<file path="config.mk">
export PLATFORM = sky130hd
export DESIGN_NAME = lsdc_div
export DESIGN_NICKNAME = d
export VERILOG_FILES = /design/src/rtl/lsdc_pkg.sv /design/src/rtl/lsdc_div.sv
export SDC_FILE = /design/constraint.sdc
export NUM_CORES = 1
export LEC_CHECK = 0
export BUFFER_PORTS_ARGS = -buffer_cell sky130_fd_sc_hd__buf_2
export CAP_MARGIN = 20
export CORE_MARGIN = 1.5
export CORE_UTILIZATION = 49
export DETAILED_ROUTE_END_ITERATION = 6
export GPL_ROUTABILITY_DRIVEN = 1
export GPL_TIMING_DRIVEN = 0
export PLACE_DENSITY = 0.82
export SYNTH_ARGS = -nofsm -noshare
export SYNTH_HDL_FRONTEND = slang
export SYNTH_SLANG_ARGS = --single-unit
</file>
<file path="constraint.sdc">
create_clock -name clk -period 2.5 [get_ports clk]
set_clock_uncertainty 0.05 [all_clocks]
set_input_delay 0.125 -clock clk [delete_from_list [all_inputs] [get_ports clk]]
set_output_delay 0.125 -clock clk [all_outputs]
set_load 0.02 [all_outputs]
</file>
<file path="src/rtl/lsdc_pkg.sv">
// ----------------------------------------------------------------------------
// lsdc_pkg
// Shared constants for the linear sieve divisor counter: default sizes,
// table field widths, saturation limits and configuration register codes.
// ----------------------------------------------------------------------------
package lsdc_pkg;

    // Default sizes
    localparam int MAX_N_DEF       = 65536;
    localparam int PRIME_DEPTH_DEF = 8192;
    localparam int IDX_W_DEF       = $clog2(MAX_N_DEF + 1);

    // Table field widths
    localparam int COUNT_W = 8;
    localparam int EXP_W   = 5;

    // Table values and saturation limits
    localparam logic [COUNT_W-1:0] COUNT_ONE   = 8'd1;
    localparam logic [COUNT_W-1:0] COUNT_PRIME = 8'd2;
    localparam logic [COUNT_W-1:0] COUNT_MAX   = 8'd255;
    localparam logic [EXP_W-1:0]   EXP_PRIME   = 5'd1;
    localparam logic [EXP_W-1:0]   EXP_MAX     = 5'd31;

    // Configuration port
    localparam int   APB_AW          = 3;
    localparam int   APB_DW          = 32;
    localparam logic REG_UPPER_LIMIT = 1'b0;

    // upper_limit register: fixed width and reset value
    localparam int                       UPPER_LIMIT_W     = 17;
    localparam logic [UPPER_LIMIT_W-1:0] UPPER_LIMIT_RESET = 17'd65536;

endpackage

</file>
<file path="src/rtl/lsdc_div.sv">
// ----------------------------------------------------------------------------
// lsdc_div
// Restoring radix-2 divider: one quotient bit per cycle. Results hold until
// the next start.
// ----------------------------------------------------------------------------
module lsdc_div #(
    parameter int W = lsdc_pkg::IDX_W_DEF
) (
    input  logic         clk,
    input  logic         rst_n,
    input  logic         start,
    input  logic [W-1:0] dividend,
    input  logic [W-1:0] divisor,
    output logic [W-1:0] quotient,
    output logic [W-1:0] remainder,
    output logic         done
);

    localparam int CNT_W = $clog2(W + 1);

    logic [W-1:0]     quo_reg;
    logic [W-1:0]     rem_reg;
    logic [W-1:0]     dsr_reg;
    logic [CNT_W-1:0] cnt_reg;
    logic             busy_reg;
    logic             done_reg;

    logic [W:0]       rem_sh;
    logic [W:0]       rem_sub;
    logic             fits;

    // One restoring step: shift in the next dividend bit, subtract if it fits
    always_comb
    begin
        rem_sh  = {rem_reg, quo_reg[W-1]};
        fits    = (rem_sh >= {1'b0, dsr_reg});
        rem_sub = rem_sh - {1'b0, dsr_reg};
    end

    // Step counter and done pulse
    always_ff @(posedge clk or negedge rst_n)
    begin
        if (!rst_n)
        begin
            cnt_reg  <= '0;
            busy_reg <= 1'b0;
            done_reg <= 1'b0;
        end
        else
        begin
            done_reg <= 1'b0;
            if (start)
            begin
                cnt_reg  <= CNT_W'(W);
                busy_reg <= 1'b1;
            end
            else if (busy_reg)
            begin
                cnt_reg <= cnt_reg - CNT_W'(1);
                if (cnt_reg == CNT_W'(1))
                begin
                    busy_reg <= 1'b0;
                    done_reg <= 1'b1;
                end
            end
        end
    end

    // Datapath
    always_ff @(posedge clk)
    begin
        if (start)
        begin
            quo_reg <= dividend;
            rem_reg <= '0;
            dsr_reg <= divisor;
        end
        else if (busy_reg)
        begin
            quo_reg <= {quo_reg[W-2:0], fits};
            rem_reg <= fits ? rem_sub[W-1:0] : rem_sh[W-1:0];
        end
    end

    assign quotient  = quo_reg;
    assign remainder = rem_reg;
    assign done      = done_reg;

endmodule

</file>
==> impl_metrics.xml, run 1 <==
<?xml version="1.0" encoding="UTF-8"?>
<metrics>
  <group name="sta">
    <metric name="max-slew-margin-rel" unit="">0.574</metric>
    <metric name="layout_worst_path_cycle_share" unit="">1.07</metric>
    <metric name="setup_viol_count_final" unit="">16</metric>
    <metric name="final_max_slew_viol_count" unit="">0</metric>
    <metric name="final_period_minus_worst_setup_slack" unit="ps">2680</metric>
    <metric name="final.setup.worst_slack" unit="ps">-176</metric>
    <metric name="worst-slew-pin-transition" unit="ps">638</metric>
    <metric name="fmax" unit="MHz">374</metric>
    <metric name="setup_tns" unit="ps">-1030</metric>
    <metric name="fin_hold_ws" unit="ps">27.9</metric>
    <metric name="hold_violations" unit="">0</metric>
    <metric name="setup_repair_after_global_routing_missed_its_margin" unit="">true</metric>
  </group>
  <group name="routing">
    <metric name="initialDrtViolationCount" unit="">287</metric>
    <metric name="drt_drc_violations_left" unit="">0</metric>
    <metric name="route.antenna.remaining_nets" unit="">0</metric>
    <metric name="wire_per_inst" unit="µm">17.2</metric>
    <metric name="post_drt_via_cell_ratio" unit="">5.93</metric>
    <metric name="dr_total_vias" unit="">3038</metric>
    <metric name="finalWirelength" unit="µm">8820</metric>
    <metric name="drt_first_pass_iters" unit="">5</metric>
  </group>
  <group name="clocking">
    <metric name="ctsLongestPathBuffers" unit="">2</metric>
    <metric name="path_clk_slew" unit="ps">70</metric>
    <metric name="cts_tree" unit="">built</metric>
    <metric name="cts_root_buf" unit="">clkbuf_8</metric>
    <metric name="tritoncts.num_buffers" unit="">9</metric>
    <metric name="clkLatencyLatePin" unit="ps">350</metric>
    <metric name="clock-sinks" unit="">58</metric>
    <metric name="cts_htree_levels" unit="">3</metric>
  </group>
  <group name="power_and_ir_drop">
    <metric name="power_switching" unit="µW">1890</metric>
    <metric name="clock_power_share" unit="">0.178</metric>
    <metric name="proportion_of_total_power_due_to_net_switching" unit="">0.419</metric>
    <metric name="intPower" unit="µW">2610</metric>
    <metric name="pwr_density_cell" unit="nW/µm²">1030</metric>
    <metric name="power.share.sequential" unit="">0.331</metric>
    <metric name="vdd_ir_max" unit="V">0.000514</metric>
    <metric name="leakage" unit="µW">0.00201</metric>
    <metric name="share_of_total_power_in_combinational_logic" unit="">0.491</metric>
  </group>
  <group name="critical_path">
    <metric name="timing.setup.critical_path_class" unit="">register to register</metric>
    <metric name="crit_path_start_kind" unit="">register</metric>
    <metric name="critPathRequiredTime" unit="ps">2680</metric>
    <metric name="critical_path.endpoint_type" unit="">register</metric>
    <metric name="cp_max_fo" unit="">7</metric>
    <metric name="timing.critical_path.arrival" unit="ps">2860</metric>
    <metric name="r2r.worst_path.cells" unit="">10</metric>
  </group>
  <group name="yosys">
    <metric name="synthesis.nets" unit="">376</metric>
    <metric name="syn-instance-count" unit="">319</metric>
    <metric name="synth_async_sr_flop_share" unit="">0.121</metric>
    <metric name="post_synth.cell_area_avg" unit="µm²">10.4</metric>
    <metric name="synth_area_leader" unit="">edfxtp_1</metric>
    <metric name="synthDistinctLibCells" unit="">53</metric>
    <metric name="synthesis.area" unit="µm²">3320</metric>
    <metric name="netlist_top_cells_area" unit="">edfxtp_1, dfxtp_1, ha_1, mux2_2, dfrtp_1</metric>
    <metric name="postSynth.topFlopCell" unit="">edfxtp_1</metric>
    <metric name="ys_ff_latch" unit="">58</metric>
    <metric name="yosysWarningCount" unit="">0</metric>
    <metric name="yosysSeqAreaShare" unit="">0.463</metric>
    <metric name="synth-edff-count" unit="">34</metric>
    <metric name="synth_largest_type_area_fraction" unit="">0.308</metric>
  </group>
  <group name="place">
    <metric name="placement.io_buffers" unit="">71</metric>
    <metric name="preCtsSetupSlack" unit="ps">-314</metric>
    <metric name="detailedPlacementHpwl" unit="µm">5870</metric>
    <metric name="gp_routability_congestion" unit="">0.909</metric>
    <metric name="place_area" unit="µm²">3790</metric>
  </group>
  <group name="final_layout">
    <metric name="share_of_cells_above_drive_strength_1" unit="">0.352</metric>
    <metric name="flow.area_growth_from_synthesis" unit="%">32.2</metric>
    <metric name="finalNetCount" unit="">487</metric>
    <metric name="n_antenna_cell" unit="">0</metric>
    <metric name="post-route-cell-area" unit="µm²">4390</metric>
  </group>
  <group name="floorplanning">
    <metric name="die_y" unit="µm">85.3</metric>
    <metric name="die_w" unit="µm">85.3</metric>
    <metric name="start_util" unit="">0.514</metric>
    <metric name="io_pins" unit="">72</metric>
    <metric name="row_count" unit="">29</metric>
    <metric name="die-area" unit="µm²">7280</metric>
    <metric name="fp.coreArea" unit="µm²">6460</metric>
  </group>
  <group name="global_routing">
    <metric name="grt_max_degree" unit="">19</metric>
    <metric name="grt_pass1_vias" unit="">2938</metric>
    <metric name="grt_first_pass_wirelength" unit="µm">14000</metric>
    <metric name="antenna_found_initial" unit="">0</metric>
    <metric name="grt_overflow_total" unit="">0</metric>
    <metric name="grt_util_all_layers" unit="">0.250</metric>
  </group>
  <group name="outcome">
    <metric name="failed_checks" unit="">setup timing</metric>
    <metric name="status" unit="">complete, but fails checks</metric>
  </group>
  <group name="job">
    <metric name="cap_viol_max_count" unit="">0</metric>
  </group>
  <group name="hold_path">
    <metric name="worst_hold_path_type" unit="">primary input to register</metric>
    <metric name="hold-path-cell-count" unit="">2</metric>
  </group>
</metrics>
## path summary, 6_finish.rpt
kind | from | end | slack (ps)
min in group asynchronous | rst_n | cnt_reg[0] | 80
hold / removal | dividend[14] | quotient[14] | 30
hold reg to reg | cnt_reg[4] | cnt_reg[4] | 470
max in group asynchronous | rst_n | cnt_reg[2] | 2170
setup / recovery | quotient[16] | remainder[2] | -180
setup reg to reg | quotient[16] | remainder[2] | -180
## layer usage
layer  wire length, µm  up-vias  global-route usage
li1                  -     1401                   -
met1              3510     1426               0.311
met2              4300      176               0.403
met3               688       35              0.0467
met4               325        0               0.151
met5                 0        -                   0
## timing repair
item,CTS,global route
hold buffers,18,0
resized for setup,22,21
setup buffers,8,5
pin swaps,13,14
endpoints found under the hold margin,24,0
cloned,1,0
endpoints found under the setup margin,18,18
## cell type report
cell class | count | area (µm²)
flip-flops and latches | 58 | 1540
inverters | 25 | 93.8
well taps | 77 | 96.3
plain buffers | 15 | 83.8
clock buffers | 12 | 156
fillers | 446 | 2070
clock inverters | 4 | 23.8
multi-input cells | 220 | 1750
repair buffers | 101 | 644
## kinds of logic (layout without fill, tap and decap cells)
family	Yosys count	in the layout	synth area share
AND/OR/NAND/NOR	88	88	0.135
AO/OA/AOI/OAI	77	77	0.167
flip-flops	58	58	0.463
buffers and inverters	41	157	0.0505
adder cells (fa/ha/maj)	20	20	0.0776
multiplexers	19	19	0.0641
XOR/XNOR	16	16	0.0422
## metrics by stage
stage | total power, µW | cells | utilization
detailed placement | 3410 | 467 | 0.587
floorplan | 2880 | 319 | -
global placement | 3340 | 467 | 0.587
CTS | 4340 | 509 | 0.661
global route | 4750 | 512 | 0.679
finish | 4500 | 512 | 0.679
## Yosys cell counts (3+ instances only)
| cell type | n |
|---|---|
| nand2_1 | 19 |
| mux2_2 | 18 |
| a211oi_1 | 3 |
| ha_1 | 19 |
| a32oi_1 | 5 |
| inv_1 | 25 |
| a21oi_1 | 15 |
| dfxtp_1 | 17 |
| edfxtp_1 | 34 |
| a311oi_1 | 8 |
| dfrtp_1 | 7 |
| xor2_1 | 5 |
| nand3_1 | 11 |
| clkbuf_1 | 9 |
| nor2_1 | 27 |
| and3_1 | 7 |
| xnor2_1 | 11 |
| nand2b_1 | 4 |
| buf_2 | 5 |
| nor4_1 | 3 |
| a21o_1 | 6 |
| o21ai_0 | 19 |
| a31oi_1 | 3 |
## critical path, cell delays in order (launching register included)
cell	delay, ps
edfxtp_1	430
inv_2	100
ha_4	130
inv_2	30
fa_2	330
a21o_1	210
a221oi_4	370
o22ai_4	160
and2_4	190
or3_1	310
a32o_1	250
## power by group through the flow
stage	sequential (µW)	combinational, µW	clock, µW
CTS	1480	2060	804
global route	1510	2390	847
floorplan	1640	1240	0
finish	1490	2210	800
detailed placement	1490	1930	0
global placement	1480	1860	0
## cells in the final DEF (no fill, tap or decap), types with 10 or more instances in the layout
cell,instances
a21oi_1,15
dlygate4sd3_1,18
mux2_2,17
edfxtp_1,34
buf_2,75
inv_1,23
ha_1,18
xnor2_1,11
dfxtp_1,17
nor2_1,27
nand2_1,18
clkbuf_1,10
No activity file was read; power rests on OpenSTA's default activity.
==> run 2, diff against run 1 <==
TNS_END_PERCENT = 10   (was unset)
==> impl_metrics.xml, run 2 (synthesis results as in run 1) <==
<?xml version="1.0" encoding="UTF-8"?>
<metrics>
  <group name="final_layout">
    <metric name="most_frequent_cells_in_the_layout" unit="">buf_2, edfxtp_1, nor2_1, inv_1</metric>
    <metric name="flow.area_growth_from_synthesis" unit="%">29.8</metric>
    <metric name="finish.cell_count_without_fillers" unit="">507</metric>
    <metric name="finalNetCount" unit="">482</metric>
    <metric name="mostFrequentLayoutCell" unit="">buf_2</metric>
    <metric name="fillerInstances" unit="">496</metric>
    <metric name="n_antenna_cell" unit="">0</metric>
    <metric name="share_of_cells_above_drive_strength_1" unit="">0.335</metric>
    <metric name="post-route-cell-area" unit="µm²">4310</metric>
  </group>
  <group name="floorplanning">
    <metric name="start_util" unit="">0.514</metric>
    <metric name="row_count" unit="">29</metric>
    <metric name="die-area" unit="µm²">7280</metric>
    <metric name="die_w" unit="µm">85.3</metric>
    <metric name="fp.coreArea" unit="µm²">6460</metric>
    <metric name="die_y" unit="µm">85.3</metric>
    <metric name="io_pins" unit="">72</metric>
  </group>
  <group name="sta">
    <metric name="final.setup.worst_slack" unit="ps">-268</metric>
    <metric name="final_max_slew_viol_count" unit="">0</metric>
    <metric name="hold_violations" unit="">0</metric>
    <metric name="worst-slew-pin-transition" unit="ps">653</metric>
    <metric name="setup_repair_after_global_routing_missed_its_margin" unit="">true</metric>
    <metric name="fin_hold_ws" unit="ps">28.5</metric>
    <metric name="layout_worst_path_cycle_share" unit="">1.11</metric>
    <metric name="fmax" unit="MHz">361</metric>
    <metric name="final_period_minus_worst_setup_slack" unit="ps">2770</metric>
    <metric name="setup_viol_count_final" unit="">18</metric>
    <metric name="max-slew-margin-rel" unit="">0.565</metric>
  </group>
  <group name="place">
    <metric name="place_area" unit="µm²">3770</metric>
    <metric name="placement.io_buffers" unit="">71</metric>
    <metric name="dp.cells" unit="">467</metric>
    <metric name="gp_routability_congestion" unit="">0.894</metric>
    <metric name="detailedPlacementHpwl" unit="µm">5630</metric>
  </group>
  <group name="critical_path">
    <metric name="r2r.worst_path.cells" unit="">10</metric>
    <metric name="timing.setup.critical_path_class" unit="">register to register</metric>
    <metric name="minimum_setup_slack_among_reg_to_reg_paths" unit="ps">-270</metric>
    <metric name="r2r_end" unit="">remainder[2]</metric>
    <metric name="crit_path_start_kind" unit="">register</metric>
    <metric name="timing.critical_path.arrival" unit="ps">2950</metric>
    <metric name="rr_startpoint" unit="">quotient[16]</metric>
    <metric name="critical_path.endpoint_type" unit="">register</metric>
    <metric name="critPathRequiredTime" unit="ps">2680</metric>
    <metric name="cp_max_fo" unit="">4</metric>
  </group>
  <group name="clocking">
    <metric name="cts_htree_levels" unit="">3</metric>
    <metric name="cts_tree" unit="">built</metric>
    <metric name="clock-sinks" unit="">58</metric>
    <metric name="path_clk_slew" unit="ps">70</metric>
    <metric name="tritoncts.num_buffers" unit="">9</metric>
    <metric name="clkLatencyLatePin" unit="ps">340</metric>
    <metric name="ctsLongestPathBuffers" unit="">2</metric>
    <metric name="cts_root_buf" unit="">clkbuf_8</metric>
  </group>
  <group name="power_and_ir_drop">
    <metric name="leakage" unit="µW">0.00196</metric>
    <metric name="vdd_ir_max" unit="V">0.000550</metric>
    <metric name="pwr_density_cell" unit="nW/µm²">1040</metric>
    <metric name="power" unit="µW">4470</metric>
  </group>
  <group name="routing">
    <metric name="drt_first_pass_iters" unit="">7</metric>
    <metric name="wire_per_inst" unit="µm">16.5</metric>
    <metric name="initialDrtViolationCount" unit="">205</metric>
    <metric name="finalWirelength" unit="µm">8360</metric>
    <metric name="post_drt_via_cell_ratio" unit="">5.68</metric>
    <metric name="dr_total_vias" unit="">2878</metric>
    <metric name="route.antenna.remaining_nets" unit="">0</metric>
    <metric name="drt_drc_violations_left" unit="">1</metric>
  </group>
  <group name="hold_path">
    <metric name="min_delay_worst_endpoint" unit="">quotient[2]</metric>
    <metric name="hold_start" unit="">dividend[2]</metric>
    <metric name="hold-path-cell-count" unit="">2</metric>
    <metric name="worst_hold_path_type" unit="">primary input to register</metric>
  </group>
  <group name="global_routing">
    <metric name="antenna_found_initial" unit="">0</metric>
    <metric name="grt_util_all_layers" unit="">0.240</metric>
    <metric name="grt_pass1_vias" unit="">2803</metric>
    <metric name="grt_max_degree" unit="">19</metric>
    <metric name="grt_overflow_total" unit="">0</metric>
    <metric name="grt_first_pass_wirelength" unit="µm">13400</metric>
  </group>
  <group name="outcome">
    <metric name="failed_checks" unit="">DRC, setup timing</metric>
    <metric name="status" unit="">complete, but fails checks</metric>
  </group>
  <group name="job">
    <metric name="cap_viol_max_count" unit="">0</metric>
  </group>
</metrics>
-- run 2: changes by cell type in the layout (fill, tap and decap cells not counted), sizes merged --
cell      change
bufinv        +1
inv           -1
clkbuf        -2
clkinvlp      +2
buf           -6
clkinv        +1
-- run 2: report_power, final --
group          total [µW]  internal [µW]  switching (µW)  leakage (µW)
clock network         858            456             403     0.0000889
registers            1460           1270             196      0.000569
logic                2150            898            1250       0.00131
-- run 2: layout make-up --
type,count,area (µm²),share of cell area
Timing Repair Buffer,95,584,0.136
Sequential cell,58,1540,0.357
Multi-Input combinational cell,220,1720,0.399
Clock inverter,7,70.1,0.0163
Buffer,16,83.8,0.0195
Clock buffer,9,124,0.0288
Inverter,25,93.8,0.0218
Tap cell,77,96.3,0.0224
-- run 2: what timing repair did --
item                                    4_1_cts  5_1_grt
endpoints found under the setup margin       18       18
buffers inserted                              4        2
resized for setup                            13       20
hold buffers                                 18        0
endpoints found under the hold margin        24        0
pin swaps                                     2        9
-- run 2: metrics by stage --
stage | TNS [ps] | setup slack, ps | util
finish | -3190 | -268 | 0.667
global route | -4770 | -330 | 0.667
CTS | -2120 | -201 | 0.654
detailed placement | -4920 | -454 | 0.584
global placement | -3830 | -403 | 0.584
floorplan | -1100 | -179 | -
-- run 2: metal layers --
metal / global-route usage / share of wire / vias to the layer above
met5: 0 / 0 / -
met4: 0.107 / 0.024 / 0
met3: 0.0593 / 0.076 / 20
met2: 0.374 / 0.46 / 114
met1: 0.319 / 0.44 / 1349
li1: - / - / 1395
-- run 2: worst max-delay path, cell delays in order, from the launching register on --
cell      delay [ps]
edfxtp_1         450
inv_1             90
ha_2             180
inv_2             40
fa_2             370
a21o_1           220
a221oi_4         370
o22ai_4          160
and2_4           170
or3_1            310
a32o_1           240
-- run 2: worst max-delay path by stage --
| stage | start | to | cells past startpoint |
|---|---|---|---|
| after floorplan | quotient[16] | remainder[2] | 10 |
| after global placement | quotient[16] | remainder[14] | 11 |
| after detailed placement | quotient[16] | remainder[16] | 11 |
| after CTS | quotient[16] | remainder[2] | 10 |
| after global routing | quotient[16] | remainder[2] | 10 |
| final | quotient[16] | remainder[2] | 10 |
==> run 3, diff against run 2 <==
CORE_UTILIZATION = 23   (was 49)
PLACE_DENSITY = 0.48   (was 0.82)
==> impl_metrics.xml, run 3 (synthesis results as in run 1) <==
<?xml version="1.0" encoding="UTF-8"?>
<metrics>
  <group name="global_routing">
    <metric name="grt_max_degree" unit="">19</metric>
    <metric name="grt_util_met3" unit="">0.0281</metric>
    <metric name="grt_util_all_layers" unit="">0.129</metric>
    <metric name="grt_util_met1" unit="">0.163</metric>
    <metric name="gr-max-usage-layer" unit="">met2</metric>
    <metric name="grt_pass1_vias" unit="">2823</metric>
    <metric name="grt_first_pass_wirelength" unit="µm">14600</metric>
    <metric name="grt.met2_usage" unit="">0.215</metric>
    <metric name="antenna_found_initial" unit="">0</metric>
    <metric name="grt_overflow_total" unit="">0</metric>
  </group>
  <group name="power_and_ir_drop">
    <metric name="power" unit="µW">4730</metric>
    <metric name="vdd_ir_max" unit="V">0.000354</metric>
    <metric name="proportion_of_total_power_due_to_net_switching" unit="">0.404</metric>
    <metric name="leakage" unit="µW">0.00199</metric>
    <metric name="clock_power_share" unit="">0.240</metric>
    <metric name="power_switching" unit="µW">1910</metric>
    <metric name="share_of_total_power_in_combinational_logic" unit="">0.448</metric>
    <metric name="intPower" unit="µW">2820</metric>
    <metric name="pwr_density_cell" unit="nW/µm²">1060</metric>
    <metric name="power.share.sequential" unit="">0.312</metric>
  </group>
  <group name="clocking">
    <metric name="cts_tree" unit="">built</metric>
    <metric name="ctsLongestPathBuffers" unit="">2</metric>
    <metric name="cts_htree_levels" unit="">3</metric>
    <metric name="cts_root_buf" unit="">clkbuf_16</metric>
    <metric name="path_clk_slew" unit="ps">60</metric>
    <metric name="tritoncts.num_buffers" unit="">9</metric>
    <metric name="clkLatencyLatePin" unit="ps">340</metric>
    <metric name="clock-sinks" unit="">58</metric>
  </group>
  <group name="routing">
    <metric name="dr_total_vias" unit="">2803</metric>
    <metric name="route.antenna.remaining_nets" unit="">0</metric>
    <metric name="post_drt_via_cell_ratio" unit="">4.60</metric>
    <metric name="drt_drc_violations_left" unit="">0</metric>
    <metric name="drt_first_pass_iters" unit="">4</metric>
    <metric name="finalWirelength" unit="µm">9190</metric>
    <metric name="wire_per_inst" unit="µm">15.1</metric>
    <metric name="initialDrtViolationCount" unit="">83</metric>
  </group>
  <group name="sta">
    <metric name="fmax" unit="MHz">371</metric>
    <metric name="layout_worst_path_cycle_share" unit="">1.08</metric>
    <metric name="final_period_minus_worst_setup_slack" unit="ps">2700</metric>
    <metric name="final_max_slew_viol_count" unit="">0</metric>
    <metric name="hold_violations" unit="">0</metric>
    <metric name="worst-slew-pin-transition" unit="ps">641</metric>
    <metric name="fin_hold_ws" unit="ps">38.1</metric>
    <metric name="setup_repair_after_global_routing_missed_its_margin" unit="">true</metric>
    <metric name="setup_viol_count_final" unit="">15</metric>
    <metric name="max-slew-margin-rel" unit="">0.573</metric>
    <metric name="final.setup.worst_slack" unit="ps">-196</metric>
  </group>
  <group name="critical_path">
    <metric name="timing.setup.critical_path_class" unit="">register to register</metric>
    <metric name="crit_path_start_kind" unit="">register</metric>
    <metric name="critical_path.endpoint_type" unit="">register</metric>
    <metric name="timing.critical_path.arrival" unit="ps">2870</metric>
    <metric name="critPathRequiredTime" unit="ps">2680</metric>
    <metric name="r2r.worst_path.cells" unit="">10</metric>
    <metric name="cp_max_fo" unit="">6</metric>
  </group>
  <group name="final_layout">
    <metric name="share_of_cells_above_drive_strength_1" unit="">0.319</metric>
    <metric name="mostFrequentLayoutCell" unit="">buf_2</metric>
    <metric name="most_frequent_cells_in_the_layout" unit="">buf_2, edfxtp_1, nor2_1, inv_1, ha_1</metric>
    <metric name="flow.area_growth_from_synthesis" unit="%">35.0</metric>
    <metric name="fillerInstances" unit="">1448</metric>
    <metric name="finalNetCount" unit="">481</metric>
    <metric name="finalCoreUtilization" unit="">0.320</metric>
    <metric name="post-route-cell-area" unit="µm²">4480</metric>
    <metric name="n_antenna_cell" unit="">0</metric>
  </group>
  <group name="floorplanning">
    <metric name="die_y" unit="µm">123</metric>
    <metric name="io_pins" unit="">72</metric>
    <metric name="die-area" unit="µm²">15200</metric>
    <metric name="die_w" unit="µm">123</metric>
    <metric name="fp.coreArea" unit="µm²">14000</metric>
    <metric name="row_count" unit="">43</metric>
    <metric name="start_util" unit="">0.237</metric>
  </group>
  <group name="outcome">
    <metric name="status" unit="">complete, but fails checks</metric>
    <metric name="failed_checks" unit="">setup timing</metric>
  </group>
  <group name="place">
    <metric name="detailedPlacementHpwl" unit="µm">6730</metric>
    <metric name="placement.io_buffers" unit="">71</metric>
    <metric name="preCtsSetupSlack" unit="ps">-407</metric>
    <metric name="gp_routability_congestion" unit="">0.820</metric>
    <metric name="place_area" unit="µm²">3900</metric>
  </group>
  <group name="hold_path">
    <metric name="worst_hold_path_type" unit="">primary input to register</metric>
    <metric name="hold-path-cell-count" unit="">2</metric>
  </group>
  <group name="job">
    <metric name="cap_viol_max_count" unit="">0</metric>
  </group>
</metrics>
run 3: cell types whose count changed in the layout (fill, tap and decap cells not counted), moves of 2 or more:
| cell | change |
|---|---|
| nand3_1 | +2 |
| nand3_2 | -2 |
| clkbuf_16 | +9 |
| clkbuf_8 | -9 |
run 3: critical path, cell delays in order (launching register included):
cell and delay, ps:
edfxtp_1 410, inv_1 80, ha_1 150, inv_1 50
fa_2 350, a21o_1 210, a221oi_4 400, o22ai_4 150
and2_4 180, or3_1 300, a32o_1 250
run 3: layout make-up:
type                       count  area, µm²  area share
buffer                        15       76.3      0.0170
clock buffer                   9        225      0.0503
clock inverter                 7       46.3      0.0103
inverter                      25       93.8      0.0209
multi-input combinational    220       1690       0.378
sequential                    58       1540       0.343
tap                          180        225      0.0503
timing repair buffer          95        584       0.130
run 3: per-layer routing:
metal | part of all wire | vias up
met4 | 0.017 | 0
met2 | 0.48 | 58
met3 | 0.042 | 12
met1 | 0.46 | 1339
li1 | - | 1394
met5 | 0 | -
run 3: power groups by stage:
stage	Combinational (µW)	Clock [µW]	Sequential, µW
after floorplan	1220	0	1640
after global placement	1920	0	1500
after detailed placement	1940	0	1500
after CTS	2070	1160	1480
after global routing	2310	1200	1520
final	2120	1130	1480
run 3: through the flow:
stage	instances	TNS [ps]
2_1_floorplan	319	-1100
3_3_place_gp	570	-4970
3_5_place_dp	570	-4920
4_1_cts	610	-2160
5_1_grt	609	-3260
6_report	609	-1730
run 3: worst paths after layout:
check                           slack, ps            to    startpoint
min in group asynchronous             110      busy_reg         rst_n
worst max register to register       -200  remainder[2]  quotient[16]
worst min-delay path                   40  quotient[10]  dividend[10]
max in group asynchronous            2130    cnt_reg[1]         rst_n
worst max-delay path                 -200  remainder[2]  quotient[16]
worst min register to register        470    cnt_reg[4]    cnt_reg[4]
run 3: timing repair:
| item | 4_1_cts | 5_1_grt |
|---|---|---|
| pin swaps | 5 | 4 |
| buffers inserted | 6 | 0 |
| resized for setup | 15 | 10 |
| hold endpoints to repair | 24 | 0 |
| hold buffers | 18 | 0 |
| gates cloned | 0 | 0 |
| endpoints found under the setup margin | 18 | 18 |
